<file path="config.mk">
export PLATFORM = sky130hd
export DESIGN_NAME = pdf_text_object_extractor
export DESIGN_NICKNAME = d
export VERILOG_FILES = /design/src/rtl/pdf_txt_pkg.sv /design/src/rtl/pdf_text_object_extractor.sv /design/src/rtl/pdf_txt_dp.sv /design/src/rtl/pdf_txt_ctrl.sv
export VERILOG_INCLUDE_DIRS = /design/src /design/src/rtl
export SDC_FILE = /design/constraint.sdc
export NUM_CORES = 1
export LEC_CHECK = 0
export ABC_CLOCK_PERIOD_IN_PS = 8200
export BUFFER_PORTS_ARGS = -buffer_cell sky130_fd_sc_hd__buf_4
export CORE_MARGIN = 2
export CORE_UTILIZATION = 65
export DETAILED_ROUTE_END_ITERATION = 8
export PLACE_DENSITY = 0.82
export SETUP_SLACK_MARGIN = 0.2
export SYNTH_ARGS = -nofsm -noshare
export SYNTH_HDL_FRONTEND = slang
export SYNTH_SLANG_ARGS = --single-unit
</file>
<file path="constraint.sdc">
create_clock -name clk -period 8.2 [get_ports clk]
set_clock_uncertainty 0.15 [all_clocks]
set_input_delay 0.41 -clock clk [delete_from_list [all_inputs] [get_ports clk]]
set_output_delay 0.41 -clock clk [all_outputs]
set_load 0.05 [all_outputs]
</file>
<file path="src/rtl/assert_macros.svh">
// Assertion macros shared by the text extractor RTL.
// No dependencies; assertions compile away when SYNTHESIS is defined.
`ifndef ASSERT_MACROS_SVH
`define ASSERT_MACROS_SVH
`ifndef SYNTHESIS
// Check a property on every rising clock edge outside reset.
`define PDF_ASSERT(lbl, clk, rst_n, prop, msg) \
	lbl: assert property (@(posedge clk) disable iff (!rst_n) prop) else $error(msg);
// Check that a condition never holds outside reset.
`define PDF_NEVER(lbl, clk, rst_n, expr, msg) \
	lbl: assert property (@(posedge clk) disable iff (!rst_n) !(expr)) else $error(msg);
`else
`define PDF_ASSERT(lbl, clk, rst_n, prop, msg)
`define PDF_NEVER(lbl, clk, rst_n, expr, msg)
`endif
`endif

</file>
<file path="src/rtl/pdf_txt_pkg.sv">
// Package for the PDF text extractor: window size, character codes,
// controller states and the command/status structs. No dependencies.
`default_nettype none
package pdf_txt_pkg;

	localparam int WINDOW_LEN = 15;
	localparam int IDX_W      = $clog2(WINDOW_LEN);
	localparam int CNT_W      = $clog2(WINDOW_LEN + 1);

	localparam logic [15:0] INT_SAT   = 16'hFFFF;
	localparam logic [15:0] BIG_LIMIT = 16'd100;

	localparam logic [7:0] CH_SPACE  = 8'h20;
	localparam logic [7:0] CH_CR     = 8'h0D;
	localparam logic [7:0] CH_LF     = 8'h0A;
	localparam logic [7:0] CH_B      = 8'h42;
	localparam logic [7:0] CH_T      = 8'h54;
	localparam logic [7:0] CH_D      = 8'h44;
	localparam logic [7:0] CH_E      = 8'h45;
	localparam logic [7:0] CH_LPAREN = 8'h28;
	localparam logic [7:0] CH_RPAREN = 8'h29;
	localparam logic [7:0] CH_BSLASH = 8'h5C;
	localparam logic [7:0] CH_DOT    = 8'h2E;
	localparam logic [7:0] CH_ZERO   = 8'h30;
	localparam logic [7:0] CH_NINE   = 8'h39;
	localparam logic [7:0] CH_PR_LO  = 8'h20;
	localparam logic [7:0] CH_PR_HI  = 8'h7E;

	typedef enum logic [3:0] {
		ST_IDLE,
		ST_DECIDE,
		ST_SKIP,
		ST_RUN,
		ST_PARSE,
		ST_SCAN_END,
		ST_APPLY,
		ST_BT,
		ST_COMMIT
	} ctl_state_t;

	typedef struct packed {
		logic accept;
		logic scan_load;
		logic scan_br;
		logic skip;
		logic run;
		logic parse;
		logic scan_end;
		logic apply;
		logic bt_check;
		logic commit;
	} cmd_t;

	typedef struct packed {
		logic td_hit;
		logic br_hit;
		logic skip_more;
		logic run_more;
		logic parse_more;
		logic scan_is_br;
		logic commit_ok;
	} sts_t;

endpackage
`default_nettype wire

</file>
<file path="src/rtl/pdf_text_object_extractor.sv">
// Top level of the PDF content-stream text extractor.
// Instantiates pdf_txt_ctrl and pdf_txt_dp; types from pdf_txt_pkg.
//
// Usage:
//   Byte channel: drive in_byte and restart with byte_valid; a transfer
//   happens at a clock edge with byte_valid high and byte_stall low.
//   restart clears the history window and text flags before that byte.
//   Char channel: out_char with last, under char_valid/char_stall. Each
//   byte gives zero, one or two characters; last marks the final one.
// Timing:
//   One byte at a time. A byte that starts no number scan passes through
//   accept, decide, apply, BT check and commit; a TD token or an opening
//   bracket adds a backward scan over the history window plus a forward
//   parse of the number, one window byte per cycle, and a byte can need
//   two scans. The scanner has a single window read port. Results appear
//   on the char channel the cycle after commit.
// Stalls:
//   A stalled result holds in a two-entry output buffer; the next byte is
//   still taken and processed; with results, it waits at commit for a drain.
// Reset: arst_n clears all state; the window fills with spaces.
`default_nettype none
module pdf_text_object_extractor (
	input  logic       clk,
	input  logic       arst_n,
	input  logic       byte_valid,
	output logic       byte_stall,
	input  logic [7:0] in_byte,
	input  logic       restart,
	output logic       char_valid,
	input  logic       char_stall,
	output logic [6:0] out_char,
	output logic       last
);
	import pdf_txt_pkg::*;

	cmd_t cmd;
	sts_t sts;

	// Sequence each byte through the datapath.
	pdf_txt_ctrl u_ctrl (
		.clk        (clk),
		.arst_n     (arst_n),
		.byte_valid (byte_valid),
		.byte_stall (byte_stall),
		.sts        (sts),
		.cmd        (cmd)
	);

	// Hold window, flags, scanner and output buffer.
	pdf_txt_dp u_dp (
		.clk        (clk),
		.arst_n     (arst_n),
		.in_byte    (in_byte),
		.restart    (restart),
		.cmd        (cmd),
		.sts        (sts),
		.char_valid (char_valid),
		.char_stall (char_stall),
		.out_char   (out_char),
		.last       (last)
	);

endmodule
`default_nettype wire

</file>
<file path="src/rtl/pdf_txt_dp.sv">
// Datapath of the PDF text extractor: history window, text flags, number
// scanner, result collection and output buffer. Uses pdf_txt_pkg.
`default_nettype none
`include "assert_macros.svh"
module pdf_txt_dp (
	input  logic               clk,
	input  logic               arst_n,
	input  logic [7:0]         in_byte,
	input  logic               restart,
	input  pdf_txt_pkg::cmd_t  cmd,
	output pdf_txt_pkg::sts_t  sts,
	output logic               char_valid,
	input  logic               char_stall,
	output logic [6:0]         out_char,
	output logic               last
);
	import pdf_txt_pkg::*;

	function automatic logic is_sep(input logic [7:0] b);
		return (b == CH_SPACE) || (b == CH_CR) || (b == CH_LF);
	endfunction

	function automatic logic is_num(input logic [7:0] b);
		return ((b >= CH_ZERO) && (b <= CH_NINE)) || (b == CH_DOT);
	endfunction

	logic [7:0]       win_q [WINDOW_LEN];
	logic [7:0]       c_q;
	logic             ito_q, inb_q, esc_q;
	logic [CNT_W-1:0] idx_q, q_q;
	logic             scan_br_q, any_q, dot_q, nz_q;
	logic [15:0]      v_q;
	logic [6:0]       pend_q [2];
	logic [1:0]       pcnt_q;
	logic [6:0]       obuf_q [2];
	logic [1:0]       ocnt_q;

	logic [7:0]  rd;
	logic        td_tok, et_tok, bt_tok;
	logic        td_hit, et_hit, br_hit, close_hit, in_text, esc_set, chr_emit;
	logic        skip_more, run_more, parse_more, scan_push;
	logic [19:0] v_mul;
	logic [15:0] v_sat;
	logic        push_en;
	logic [6:0]  push_char;
	logic        out_xfer;

	// Token positions: two token bytes with separators on both sides.
	assign td_tok = win_q[WINDOW_LEN-3] == CH_T && win_q[WINDOW_LEN-2] == CH_D &&
		is_sep(win_q[WINDOW_LEN-1]) && is_sep(win_q[WINDOW_LEN-4]);
	assign et_tok = win_q[WINDOW_LEN-3] == CH_E && win_q[WINDOW_LEN-2] == CH_T &&
		is_sep(win_q[WINDOW_LEN-1]) && is_sep(win_q[WINDOW_LEN-4]);
	assign bt_tok = win_q[WINDOW_LEN-3] == CH_B && win_q[WINDOW_LEN-2] == CH_T &&
		is_sep(win_q[WINDOW_LEN-1]) && is_sep(win_q[WINDOW_LEN-4]);

	assign td_hit    = ito_q && !inb_q && td_tok;
	assign et_hit    = ito_q && !inb_q && et_tok;
	assign br_hit    = ito_q && !et_hit && !inb_q && !esc_q && c_q == CH_LPAREN;
	assign close_hit = ito_q && inb_q && !esc_q && c_q == CH_RPAREN;
	assign in_text   = ito_q && inb_q && !close_hit;
	assign esc_set   = in_text && !esc_q && c_q == CH_BSLASH;
	assign chr_emit  = in_text && !esc_set && c_q >= CH_PR_LO && c_q <= CH_PR_HI;

	// Scanner read port: one window byte per cycle.
	assign rd = (idx_q < CNT_W'(WINDOW_LEN)) ? win_q[idx_q[IDX_W-1:0]] : CH_SPACE;

	assign skip_more  = (idx_q != '0) && rd == CH_SPACE;
	assign run_more   = (idx_q != '0) && is_num(rd);
	assign parse_more = (idx_q <= q_q) && !(rd == CH_DOT && dot_q);

	assign v_mul = ({4'b0, v_q} << 3) + ({4'b0, v_q} << 1) + {16'b0, rd[3:0]};
	assign v_sat = (v_mul > 20'(INT_SAT)) ? INT_SAT : v_mul[15:0];

	assign scan_push = scan_br_q ? (any_q && v_q > BIG_LIMIT)
		: !(any_q && v_q == 16'd1 && !nz_q);

	assign push_en   = (cmd.scan_end && scan_push) || (cmd.apply && (et_hit || chr_emit));
	assign push_char = (cmd.apply && !et_hit) ? c_q[6:0] : CH_SPACE[6:0];

	assign out_xfer = char_valid && !char_stall;

	assign sts.td_hit     = td_hit;
	assign sts.br_hit     = br_hit;
	assign sts.skip_more  = skip_more;
	assign sts.run_more   = run_more;
	assign sts.parse_more = parse_more;
	assign sts.scan_is_br = scan_br_q;
	assign sts.commit_ok  = (pcnt_q == 2'd0) || (ocnt_q == 2'd0);

	assign char_valid = ocnt_q != 2'd0;
	assign out_char   = obuf_q[0];
	assign last       = ocnt_q == 2'd1;

	// Window and text flags.
	always_ff @(posedge clk or negedge arst_n) begin
		if (!arst_n) begin
			for (int i = 0; i < WINDOW_LEN; i++) win_q[i] <= CH_SPACE;
			ito_q <= 1'b0;
			inb_q <= 1'b0;
			esc_q <= 1'b0;
		end else if (cmd.accept && restart) begin
			for (int i = 0; i < WINDOW_LEN; i++) win_q[i] <= CH_SPACE;
			ito_q <= 1'b0;
			inb_q <= 1'b0;
			esc_q <= 1'b0;
		end else if (cmd.apply) begin
			if (et_hit) begin
				ito_q <= 1'b0;
			end else if (br_hit) begin
				inb_q <= 1'b1;
			end else if (close_hit) begin
				inb_q <= 1'b0;
			end else if (in_text) begin
				esc_q <= esc_set;
			end
			for (int i = 0; i < WINDOW_LEN - 1; i++) win_q[i] <= win_q[i+1];
			win_q[WINDOW_LEN-1] <= c_q;
		end else if (cmd.bt_check) begin
			if (!ito_q && bt_tok) ito_q <= 1'b1;
		end
	end

	always_ff @(posedge clk) begin
		if (cmd.accept) c_q <= in_byte;
	end

	// Number scanner: back over spaces, back over the run, then parse forward.
	always_ff @(posedge clk or negedge arst_n) begin
		if (!arst_n) begin
			idx_q     <= '0;
			q_q       <= '0;
			scan_br_q <= 1'b0;
			any_q     <= 1'b0;
			dot_q     <= 1'b0;
			nz_q      <= 1'b0;
			v_q       <= '0;
		end else if (cmd.scan_load) begin
			idx_q     <= cmd.scan_br ? CNT_W'(WINDOW_LEN - 1) : CNT_W'(WINDOW_LEN - 5);
			scan_br_q <= cmd.scan_br;
			any_q     <= 1'b0;
			dot_q     <= 1'b0;
			nz_q      <= 1'b0;
			v_q       <= '0;
		end else if (cmd.skip) begin
			if (skip_more) idx_q <= idx_q - CNT_W'(1);
			else q_q <= idx_q;
		end else if (cmd.run) begin
			if (run_more) idx_q <= idx_q - CNT_W'(1);
			else idx_q <= idx_q + CNT_W'(1);
		end else if (cmd.parse && parse_more) begin
			idx_q <= idx_q + CNT_W'(1);
			if (rd == CH_DOT) begin
				dot_q <= 1'b1;
			end else begin
				any_q <= 1'b1;
				if (dot_q) nz_q <= nz_q | (rd != CH_ZERO);
				else v_q <= v_sat;
			end
		end
	end

	// Results of the current byte, collected before hand-off.
	always_ff @(posedge clk or negedge arst_n) begin
		if (!arst_n) begin
			pcnt_q <= 2'd0;
		end else if (cmd.accept) begin
			pcnt_q <= 2'd0;
		end else if (push_en) begin
			pcnt_q <= pcnt_q + 2'd1;
		end
	end

	always_ff @(posedge clk) begin
		if (push_en) pend_q[pcnt_q[0]] <= push_char;
	end

	// Output buffer: holds up to two results, oldest in slot 0.
	always_ff @(posedge clk or negedge arst_n) begin
		if (!arst_n) begin
			ocnt_q <= 2'd0;
		end else if (cmd.commit && pcnt_q != 2'd0) begin
			ocnt_q <= pcnt_q;
		end else if (out_xfer) begin
			ocnt_q <= ocnt_q - 2'd1;
		end
	end

	always_ff @(posedge clk) begin
		if (cmd.commit && pcnt_q != 2'd0) begin
			obuf_q[0] <= pend_q[0];
			obuf_q[1] <= pend_q[1];
		end else if (out_xfer) begin
			obuf_q[0] <= obuf_q[1];
		end
	end

	`PDF_NEVER(a_pend_ovf, clk, arst_n, push_en && pcnt_q == 2'd2, "result overflow")
	`PDF_ASSERT(a_commit_free, clk, arst_n, (cmd.commit && pcnt_q != 2'd0) |-> ocnt_q == 2'd0, "commit over pending output")
	`PDF_NEVER(a_ocnt_range, clk, arst_n, ocnt_q == 2'd3, "output count out of range")
	`PDF_ASSERT(a_parse_idx, clk, arst_n, cmd.parse |-> idx_q <= q_q + CNT_W'(1), "parse index past run")

endmodule
`default_nettype wire

</file>
<file path="src/rtl/pdf_txt_ctrl.sv">
// Controller of the PDF text extractor: sequences one byte through
// decide, number scans, state update and hand-off. Uses pdf_txt_pkg.
`default_nettype none
module pdf_txt_ctrl (
	input  logic              clk,
	input  logic              arst_n,
	input  logic              byte_valid,
	output logic              byte_stall,
	input  pdf_txt_pkg::sts_t sts,
	output pdf_txt_pkg::cmd_t cmd
);
	import pdf_txt_pkg::*;

	ctl_state_t state_q, state_d;
	logic       chain_br;

	// A bracket scan follows a TD scan on the same byte.
	assign chain_br = !sts.scan_is_br && sts.br_hit;

	always_ff @(posedge clk or negedge arst_n) begin
		if (!arst_n) state_q <= ST_IDLE;
		else state_q <= state_d;
	end

	always_comb begin
		state_d = state_q;
		case (state_q)
			ST_IDLE: begin
				if (byte_valid) state_d = ST_DECIDE;
			end
			ST_DECIDE: begin
				if (sts.td_hit || sts.br_hit) state_d = ST_SKIP;
				else state_d = ST_APPLY;
			end
			ST_SKIP: begin
				if (!sts.skip_more) state_d = ST_RUN;
			end
			ST_RUN: begin
				if (!sts.run_more) state_d = ST_PARSE;
			end
			ST_PARSE: begin
				if (!sts.parse_more) state_d = ST_SCAN_END;
			end
			ST_SCAN_END: begin
				if (chain_br) state_d = ST_SKIP;
				else state_d = ST_APPLY;
			end
			ST_APPLY:  state_d = ST_BT;
			ST_BT:     state_d = ST_COMMIT;
			ST_COMMIT: begin
				if (sts.commit_ok) state_d = ST_IDLE;
			end
			default: state_d = ST_IDLE;
		endcase
	end

	always_comb begin
		cmd        = '0;
		byte_stall = 1'b1;
		case (state_q)
			ST_IDLE: begin
				byte_stall = 1'b0;
				cmd.accept = byte_valid;
			end
			ST_DECIDE: begin
				cmd.scan_load = sts.td_hit || sts.br_hit;
				cmd.scan_br   = !sts.td_hit;
			end
			ST_SKIP:  cmd.skip  = 1'b1;
			ST_RUN:   cmd.run   = 1'b1;
			ST_PARSE: cmd.parse = 1'b1;
			ST_SCAN_END: begin
				cmd.scan_end  = 1'b1;
				cmd.scan_load = chain_br;
				cmd.scan_br   = 1'b1;
			end
			ST_APPLY:  cmd.apply    = 1'b1;
			ST_BT:     cmd.bt_check = 1'b1;
			ST_COMMIT: cmd.commit   = sts.commit_ok;
			default: begin
				cmd        = '0;
				byte_stall = 1'b1;
			end
		endcase
	end

endmodule
`default_nettype wire
</file>
==> results.yml, run 1 <==
run_status:
  status: "finished, final reports clean"
power_and_ir_drop:
  leakage_nw: 4.56
  p_per_area_mw_per_mm2: 440
  irDropWorstVdd_uv: 245
  p_total_w: 0.00472
critical_path:
  critPathCaptureType: "flip-flop"
  worst-endpoint-arrival_ns: 6.07
  required_ns: 8.33
  critPathMaxFanout: 23
  critical_path.max_stage_delay_ns: 0.85
  crit_path_cell_trace: "clkinv_1, nand2_1, o22ai_1, a31oi_1, fa_1, fa_1, a21o_1, a21oi_1, o21ai_0, a41o_1, a211oi_1, a31oi_1, o31a_1, nor2_1, a21oi_1"
  start_kind: "flip-flop"
  path_buf_inv: 1
  worstSetupPathType: "reg -> reg"
  critical-path-slowest-cell: "dfrtp_1"
  cp_top_family: "compound AO/OA/AOI/OAI gates"
logic_synthesis:
  synth.most_common_cell: "dfrtp_1"
  synth_warnings: 0
  yosys-top-cells-area: "dfrtp_1 37%, edfxtp_1 11%, a22o_1 9.1%, ha_1 5.2%, dfstp_2 4.0%"
  yosys.area.top_type: "dfrtp_1"
  synthSimpleGateAreaFrac_pct: 11.1
  synth_edf_count: 36
  synth_xor_area_share_pct: 1.07
  muxShareOfSynthArea_pct: 6.38
  synth-compound-area-share_pct: 21.0
  yosysUniqueCellTypes: 79
  synth_fa_ha_area_share_pct: 5.63
  synth_async_sr_flop_share_pct: 81.5
  yosysSeqAreaShare_pct: 51.7
  syn_inst: 842
  synth-seq-cells: 195
  synth_top_flop_cell: "dfrtp_1"
  syn_nets: 898
  syn_avg_cell_area_um2: 11.7
  synthesis.area_mm2: 0.00983
  synth_top_cell_area_share_pct: 36.7
  synthTopCellsByCount: "144 x dfrtp_1, 102 x a22o_1, 50 x nor2_1"
  synth_top_family_by_area: "compound AO/OA/AOI/OAI gates"
cts:
  cts_buffers: 17
  cts.sinks: 195
  cts_resized: 0
  h-tree-depth: 4
  worstSkewPairLatency_ns: 0.45
  holdBufCountCts: 9
  clockBufferDepth: 2
  cts_tree: "done"
  root_buffer: "clkbuf_16"
  clk_pin_slew_worst_paths_ns: 0.07
  postCtsSetupBuffers: 0
route:
  vias: 7236
  ant_nets: 0
  drtPass1Iterations: 6
  drt-initial-drc-count: 834
  drt-total-wl_um: 22100
  drc_errors: 0
  post_drt_wl_per_cell_um: 21.1
  vias_per_cell: 6.91
floorplan:
  start_util_pct: 67.1
  die_area_mm2: 0.0161
  die_x_um: 127
  rows: 44
  die_h_um: 127
  pin_count: 23
  core_mm2: 0.0146
cells_and_area:
  area_growth_pct: 9.15
  fin_nets: 906
  instances_no_fill: 1047
  fill_cells: 953
  n_antenna_cell: 0
  drive_above_1_share_pct: 13.1
sta:
  setup_ws_ns: 2.26
  finalCritPeriodShare_pct: 72.4
  setup_violations: 0
  rsz0062_at_grt: "false"
  layout_min_cycle_time_ns: 5.94
  maxSlewViolCount: 0
  relSlewSlack_pct: 29.7
  max_freq_mhz: 168
  tns_ns: 0
  finalHoldViolations: 0
  tightest_slew_ns: 1.05
  timing.hold.ws_ns: 0.178
global_route:
  grt.total_usage_pct: 28.9
  grt_max_degree: 89
  antenna_found_initial: 0
  grt_first_pass_wirelength_um: 36800
  grt_pass1_vias: 7183
  grt_overflow_total: 0
placed_design:
  portBuffers: 22
  dpl.hpwl_um: 14900
  dp.cells: 1006
  post-place-ws_ns: 2.50
  routabilityCongestion: 0.924
job:
  max_cap_violations: 0
hold_path:
  holdCritPathClass: "in -> reg"
placed cells by master, fill, tap and decap left out, drive strengths merged, types with 16 or more instances in the layout:
| cell | count |
|---|---|
| mux2i | 18 |
| o22a | 17 |
| nand2 | 35 |
| edfxtp | 36 |
| clkbuf | 17 |
| a21oi | 48 |
| a22o | 102 |
| inv | 27 |
| nor2 | 50 |
| ha | 41 |
| dfrtp | 144 |
| a31oi | 16 |
| nor3 | 21 |
| buf | 28 |
| o21ai | 28 |
where the power goes:
part / switching (W) / internal, W / leakage (nW)
Sequential: 0.000325 / 0.00130 / 2.35
Combinational: 0.00133 / 0.000956 / 1.93
Clock: 0.000382 / 0.000426 / 0.277
Total: 0.00204 / 0.00268 / 4.56
worst paths after layout:
check,start,slack [ns],to,cells after the start
worst max-delay path,u_dp.idx_q[3],2.26,u_dp.v_q[13],15
worst min-delay path,char_stall,0.18,u_dp.ocnt_q[1],4
worst max register to register,u_dp.idx_q[3],2.26,u_dp.v_q[13],15
worst min register to register,u_dp.pend_q[1][2],0.27,u_dp.obuf_q[1][2],0
max in group asynchronous,arst_n,6.02,u_dp.idx_q[1],3
min in group asynchronous,arst_n,0.44,u_dp.v_q[8],2
routing by layer:
metal  share of wire [%]  track usage [%]  routed length, um
met2                  48             46.0              10600
met4                 2.9             12.3                648
met5                   0                0                  0
met3                 5.1             5.23               1130
met1                  44             39.8               9680
cell type report:
class	count	area, um^2	share of cell area, %
clock inverter	15	148	1.38
sequential	195	5080	47.3
clock buffer	17	425	3.97
inverter	23	86.3	0.805
tap	184	230	2.15
timing repair buffer	37	304	2.83
multi-input combinational	576	4460	41.5
through the flow:
step	utilization [%]	cell area, um^2
floorplan	-	9830
finish	73.3	10700
CTS	73.3	10700
detailed placement	68.7	10100
global route	73.3	10700
global placement	68.7	10100
worst reg2reg max path, cell delays in order, from the launching register on:
cell and delay [ns]:
dfrtp_1 0.85, clkinv_1 0.56, nand2_1 0.26, o22ai_1 0.11
a31oi_1 0.37, fa_1 0.55, fa_1 0.49, a21o_1 0.20
a21oi_1 0.29, o21ai_0 0.17, a41o_1 0.30, a211oi_1 0.21
a31oi_1 0.06, o31a_1 0.31, nor2_1 0.74, a21oi_1 0.15
logic make-up (layout without fill, tap and decap cells):
logic type      count (synthesis)  count (layout)
compound gates                274             274
flops                         195             195
xor+xnor                       12              12
fa+ha+maj                      43              43
simple gates                  204             204
mux                            43              43
buf+inv                        71              92
state kept, by name, indices dropped and copies added (netlist names):
signal          flops
u_dp.ocnt_q         2
u_dp.v_q           16
u_dp.inb_q          1
u_ctrl.state_q      4
u_dp.ito_q          1
u_dp.pcnt_q         2
u_dp.win_q        120
u_dp.scan_br_q      1
u_dp.esc_q          1
u_dp.nz_q           1
u_dp.idx_q          4
u_dp.q_q            4
u_dp.dot_q          1
u_dp.any_q          1
u_dp.c_q            8
u_dp.pend_q        14
u_dp.obuf_q        14
(Power assumes the default switching activity.)
==> run 2: changes to the inputs <==
--- a/config.mk
+++ b/config.mk
@@ -6,12 +6,12 @@
 export SDC_FILE = /design/constraint.sdc
 export NUM_CORES = 1
 export LEC_CHECK = 0
-export ABC_CLOCK_PERIOD_IN_PS = 8200
+export ABC_CLOCK_PERIOD_IN_PS = 5600
 export BUFFER_PORTS_ARGS = -buffer_cell sky130_fd_sc_hd__buf_4
 export CORE_MARGIN = 2
-export CORE_UTILIZATION = 65
+export CORE_UTILIZATION = 63
 export DETAILED_ROUTE_END_ITERATION = 8
-export PLACE_DENSITY = 0.82
+export PLACE_DENSITY = 0.8
 export SETUP_SLACK_MARGIN = 0.2
 export SYNTH_ARGS = -nofsm -noshare
 export SYNTH_HDL_FRONTEND = slang
==> constraint.sdc (replaced) <==
create_clock -name clk -period 5.6 [get_ports clk]
set_clock_uncertainty 0.15 [all_clocks]
set_input_delay 0.28 -clock clk [delete_from_list [all_inputs] [get_ports clk]]
set_output_delay 0.28 -clock clk [all_outputs]
set_load 0.05 [all_outputs]
==> run 2 against run 1 <==
Effect of this change: clock power is 55% higher; power is 49% higher; clock-buffer cell count is 1 higher; worst hold slack worse by 0.14 ns; die area is 3.1% higher; non-clock buffer count is 10 higher; final area is 1.2% higher; largest power group unchanged; global-route usage is 0.40 points lower; critical path type unchanged; flip-flop and latch count stayed put; first-iteration DRC count is 13% lower; sequential share of layout area is 0.53 points lower; utilization is 1.8 points lower.
==> results.yml, run 2 (same netlist as run 1, synthesis figures left out) <==
sta:
  rsz0062_at_grt: "false"
  setup_violations: 0
  tightest_slew_ns: 1.03
  finalHoldViolations: 0
  finalCritPeriodShare_pct: 90.8
  max_freq_mhz: 197
  maxSlewViolCount: 0
  tns_ns: 0
  layout_min_cycle_time_ns: 5.09
  relSlewSlack_pct: 31.0
cells_and_area:
  area_growth_pct: 10.5
  post-route-util_pct: 71.4
  layout_common_cells: "142 x dfrtp_1, 102 x a22o_1, 48 x nor2_1, 48 x a21oi_1, 41 x ha_1"
  drive_above_1_share_pct: 14.5
  fin_nets: 916
  top_register: "u_dp.win_q"
  reg.largest.list: "u_dp.win_q x120, u_dp.v_q x16"
  n_antenna_cell: 0
  largest_reg_flops: 120
  final_common_cell: "dfrtp_1"
critical_path:
  cp_top_family: "compound AO/OA/AOI/OAI gates"
  worst-endpoint-arrival_ns: 5.25
  path_buf_inv: 1
  r2r_start: "u_dp.idx_q[1]"
  critPathMaxFanout: 22
  worstSetupPathType: "reg -> reg"
  reg2reg_to: "u_dp.v_q[6]"
  required_ns: 5.76
  reg2reg_depth: 16
  crit_path_start: "u_dp.idx_q[1]"
  critPathCaptureType: "flip-flop"
  critical-path-slowest-cell: "dfrtp_4"
  crit_path_cell_trace: "ha_1, nor2b_1, nand2_1, a31oi_2, fa_1, fa_1, a21o_1, a21oi_1, o21ai_0, a41o_1, a211oi_1, a31oi_1, o31a_1, nor2_2, buf_4, a21oi_1"
  start_kind: "flip-flop"
  r2r_slack_ns: 0.51
  critical_path.max_stage_delay_ns: 0.63
route:
  vias_per_cell: 6.85
  wl_met1_um: 9570
  drtPass1Iterations: 7
  vias: 7266
  dr_wl_met3_um: 1290
  ant_nets: 0
  wl_met2_um: 10900
  drt-total-wl_um: 22200
  drc_errors: 0
  post_drt_wl_per_cell_um: 20.9
  drt-initial-drc-count: 725
  top_layer: "met4"
floorplan:
  core_mm2: 0.0152
  die_area_mm2: 0.0166
  rows: 45
  start_util_pct: 64.7
  die_h_um: 129
  die_x_um: 129
  pin_count: 23
global_route:
  grt_max_degree: 95
  grt.total_usage_pct: 28.5
  antenna_found_initial: 0
  grt_first_pass_wirelength_um: 36800
  grt_overflow_total: 0
  grt_pass1_vias: 7155
cts:
  clockBufferDepth: 2
  cts_buffers: 17
  root_buffer: "clkbuf_16"
  h-tree-depth: 4
  worstSkewPairLatency_ns: 0.44
  clk_pin_slew_worst_paths_ns: 0.07
  cts.sinks: 195
  cts_tree: "done"
hold_path:
  holdCritPathClass: "in -> reg"
  min_to: "u_dp.ocnt_q[1]"
  whs_path_depth: 4
  min-delay-start: "char_stall"
placed_design:
  dpl.hpwl_um: 15100
  portBuffers: 22
  routabilityCongestion: 0.930
job:
  max_cap_violations: 0
power_and_ir_drop:
  p_per_area_mw_per_mm2: 648
  leakage_nw: 4.62
  irDropWorstVdd_uv: 333
run_status:
  status: "finished, final reports clean"
==> run 2: changes by cell type in the layout (fill, tap and decap cells not counted), sizes merged <==
cell and delta:
bufinv +1, inv +3, clkinv -5, buf +10, clkbuf +1
==> run 2: worst max path at each step <==
stage              endpoint  slack (ns)  cells after the start
5_1_grt         u_dp.v_q[6]        0.27                     16
3_3_place_gp    u_dp.v_q[5]        0.61                     16
3_5_place_dp    u_dp.v_q[6]        0.38                     16
4_1_cts         u_dp.v_q[6]        0.35                     16
6_report        u_dp.v_q[6]        0.51                     16
2_1_floorplan  u_dp.v_q[10]        1.09                     17
==> run 2: cell type report <==
cell class                 count  area [um^2]
clock inverter                14          180
tap                          188          235
clock buffer                  18          429
inverter                      23         86.3
multi-input combinational    576         4460
timing repair buffer          47          379
fill                        1057         4340
sequential                   195         5080
==> run 2: metrics by stage <==
stage               std cells  power [W]  worst slack (ns)  area [um^2]  hold slack (ns)
floorplan                 842    0.00487              1.09         9830           -0.166
global placement         1020    0.00555             0.614        10100            0.224
detailed placement       1020    0.00569             0.376        10100            0.238
CTS                      1061    0.00698             0.349        10800           0.0290
global route             1061    0.00751             0.270        10900           0.0638
finish                   1061    0.00703             0.515        10900           0.0401
==> run 2: worst reg2reg max path, stage by stage (launching register included) <==
cell and delay [ns]:
dfrtp_4 0.63, ha_1 0.32, nor2b_1 0.27, nand2_1 0.15, a31oi_2 0.33, fa_1 0.53, fa_1 0.49, a21o_1 0.20
a21oi_1 0.27, o21ai_0 0.17, a41o_1 0.31, a211oi_1 0.25, a31oi_1 0.07, o31a_1 0.31, nor2_2 0.24, buf_4 0.21
a21oi_1 0.09
==> run 2: report_power, final <==
group,switching [W],internal (W),leakage (nW),total (W)
sequential,0.000498,0.00191,2.35,0.00240
combinational,0.00194,0.00143,1.98,0.00337
clock,0.000574,0.000681,0.294,0.00125
==> run 2: layer usage <==
metal	track usage, %	vias up
li1	-	3285
met1	39.7	3669
met2	45.3	279
met3	5.70	33
met4	10.2	0
met5	0	-
==> run 2: what timing repair did <==
item,CTS,global route
setup buffers,0,0
setup endpoints to repair,0,12
gates resized for setup,0,4
endpoints found under the hold margin,97,0
hold buffers,9,0
==> run 3: changes to the inputs <==
--- a/config.mk
+++ b/config.mk
@@ -8,6 +8,7 @@
 export LEC_CHECK = 0
 export ABC_CLOCK_PERIOD_IN_PS = 5600
 export BUFFER_PORTS_ARGS = -buffer_cell sky130_fd_sc_hd__buf_4
+export CORE_ASPECT_RATIO = 1.25
 export CORE_MARGIN = 2
 export CORE_UTILIZATION = 63
 export DETAILED_ROUTE_END_ITERATION = 8
==> run 3 against run 2 <==
Effect of this change: power hardly changed; sequential share of layout area hardly changed; largest cell class unchanged; clock power hardly changed; clock-buffer cell count is 1 lower; maximum frequency is 0.83% lower; final area hardly changed; wire length is 2.2% higher; worst hold slack better by 0.016 ns; critical path depth stayed put; flip-flop and latch count stayed put; sequential power hardly changed; register-to-register slack worse by 0.04 ns.
==> results.yml, run 3 (same netlist as run 1, synthesis figures left out) <==
run_status:
  status: "finished, final reports clean"
cells_and_area:
  drive_above_1_share_pct: 14.4
  layout_common_cells: "142 x dfrtp_1, 102 x a22o_1, 48 x nor2_1, 48 x a21oi_1, 41 x ha_1"
  reg.largest.list: "u_dp.win_q x120, u_dp.v_q x16"
  fin_nets: 914
  top_register: "u_dp.win_q"
  instances_no_fill: 1083
  area_growth_pct: 10.4
  largest_reg_flops: 120
  fill_cells: 1089
  final_common_cell: "dfrtp_1"
  n_antenna_cell: 0
sta:
  maxSlewViolCount: 0
  finalCritPeriodShare_pct: 91.6
  relSlewSlack_pct: 31.3
  layout_min_cycle_time_ns: 5.13
  finalHoldViolations: 0
  setup_violations: 0
  rsz0062_at_grt: "false"
  tns_ns: 0
  max_freq_mhz: 195
  tightest_slew_ns: 1.03
cts:
  worstSkewPairLatency_ns: 0.45
  postCtsSetupBuffers: 0
  cts_tree: "done"
  cts.sinks: 195
  cts_buffers: 17
  clockBufferDepth: 2
  clk_pin_slew_worst_paths_ns: 0.08
  root_buffer: "clkbuf_16"
  h-tree-depth: 4
placed_design:
  dp.cells: 1042
  routabilityCongestion: 0.914
  portBuffers: 22
  dpl.hpwl_um: 15300
power_and_ir_drop:
  p_clk_share_pct: 17.4
  p_int_w: 0.00394
  p_comb_share_pct: 48.3
  switchingPower_w: 0.00309
  irDropWorstVdd_uv: 353
  leakage_nw: 4.61
  p_per_area_mw_per_mm2: 647
  swShare_pct: 43.9
  sequentialPowerShare_pct: 34.4
global_route:
  grt_pass1_vias: 7261
  antenna_found_initial: 0
  grt_overflow_total: 0
  grt_max_degree: 105
  grt.total_usage_pct: 28.6
  grt_first_pass_wirelength_um: 37000
floorplan:
  die_h_um: 144
  pin_count: 23
  core_mm2: 0.0154
  start_util_pct: 63.7
  rows: 51
  die_x_um: 116
  die_area_mm2: 0.0166
critical_path:
  required_ns: 5.77
  critPathCaptureType: "flip-flop"
  critPathMaxFanout: 25
  worst-endpoint-arrival_ns: 5.30
  critical_path.max_stage_delay_ns: 0.64
  start_kind: "flip-flop"
  worstSetupPathType: "reg -> reg"
  critical-path-slowest-cell: "dfrtp_4"
  crit_path_cell_trace: "ha_1, nor2b_1, nand2_1, a31oi_1, fa_1, fa_1, a21o_1, a21oi_1, o21ai_0, a41o_1, a211oi_1, a31oi_1, o31a_1, nor2_2, buf_4, a21oi_1"
route:
  vias_per_cell: 6.80
  drc_errors: 0
  post_drt_wl_per_cell_um: 20.9
  vias: 7363
  drt-initial-drc-count: 719
  ant_nets: 0
  drt-total-wl_um: 22700
  drtPass1Iterations: 6
hold_path:
  holdCritPathClass: "in -> reg"
job:
  max_cap_violations: 0
-- run 3: changes by cell type in the layout (fill, tap and decap cells not counted), sizes merged --
cell / change
buf: -2
bufinv: -2
clkbuf: -1
clkinv: +3
clkinvlp: -1
inv: +1
-- run 3: metal layers --
layer / global-route usage [%] / wire length, um
met2: 47.1 / 11500
met1: 36.5 / 9140
met4: 14.9 / 1070
met5: 0 / 0
met3: 4.77 / 1000
-- run 3: power groups by stage --
stage,combinational [W],sequential [W],clock [W]
2_1_floorplan,0.00264,0.00223,0
3_3_place_gp,0.00315,0.00239,0
3_5_place_dp,0.00330,0.00242,0
4_1_cts,0.00336,0.00240,0.00123
5_1_grt,0.00373,0.00247,0.00129
6_report,0.00339,0.00241,0.00122
-- run 3: layout make-up --
type / instances / area, um^2 / share of cell area [%]
Clock buffer: 17 / 425 / 3.92
Timing Repair Buffer: 45 / 364 / 3.35
Sequential cell: 195 / 5080 / 46.8
Clock inverter: 15 / 170 / 1.57
Tap cell: 212 / 265 / 2.44
Multi-Input combinational cell: 576 / 4460 / 41.1
Inverter: 23 / 86.3 / 0.795
-- run 3: through the flow --
step | power [W] | util (%) | setup slack [ns] | area (um^2) | hold WS, ns
final | 0.00703 | 70.3 | 0.472 | 10900 | 0.0565
after global routing | 0.00749 | 70.3 | 0.207 | 10900 | 0.125
after CTS | 0.00698 | 70.2 | 0.338 | 10800 | 0.0410
after detailed placement | 0.00572 | 65.8 | 0.451 | 10200 | 0.255
after global placement | 0.00555 | 65.8 | 0.541 | 10200 | 0.251
after floorplan | 0.00487 | - | 1.09 | 9830 | -0.166
-- run 3: path summary, 6_finish.rpt --
check	end	from	depth (start not counted)	slack [ns]
min in group asynchronous	u_dp.v_q[12]	arst_n	2	0.32
worst max register to register	u_dp.v_q[5]	u_dp.idx_q[1]	16	0.47
worst max-delay path	u_dp.v_q[5]	u_dp.idx_q[1]	16	0.47
worst min-delay path	u_dp.ocnt_q[1]	char_stall	4	0.06
max in group asynchronous	u_dp.win_q[49]	arst_n	3	3.65
worst min register to register	u_dp.obuf_q[1][3]	u_dp.pend_q[1][3]	0	0.27
-- run 3: worst max-delay path, delay by kind of cell, from the launching register on --
| kind | cells | cell delay [ns] |
|---|---|---|
| AOI/OAI and AO/OA | 9 | 2.07 |
| adders and majority gates | 3 | 1.33 |
| buffers and inverters | 1 | 0.20 |
| DFF | 1 | 0.64 |
| and+or+nand+nor | 3 | 0.61 |
-- run 3: what timing repair did --
action                                  CTS  global route
gates resized for setup                   0             3
endpoints found under the setup margin    0            12
hold buffers                              9             0
hold endpoints to repair                 95             0
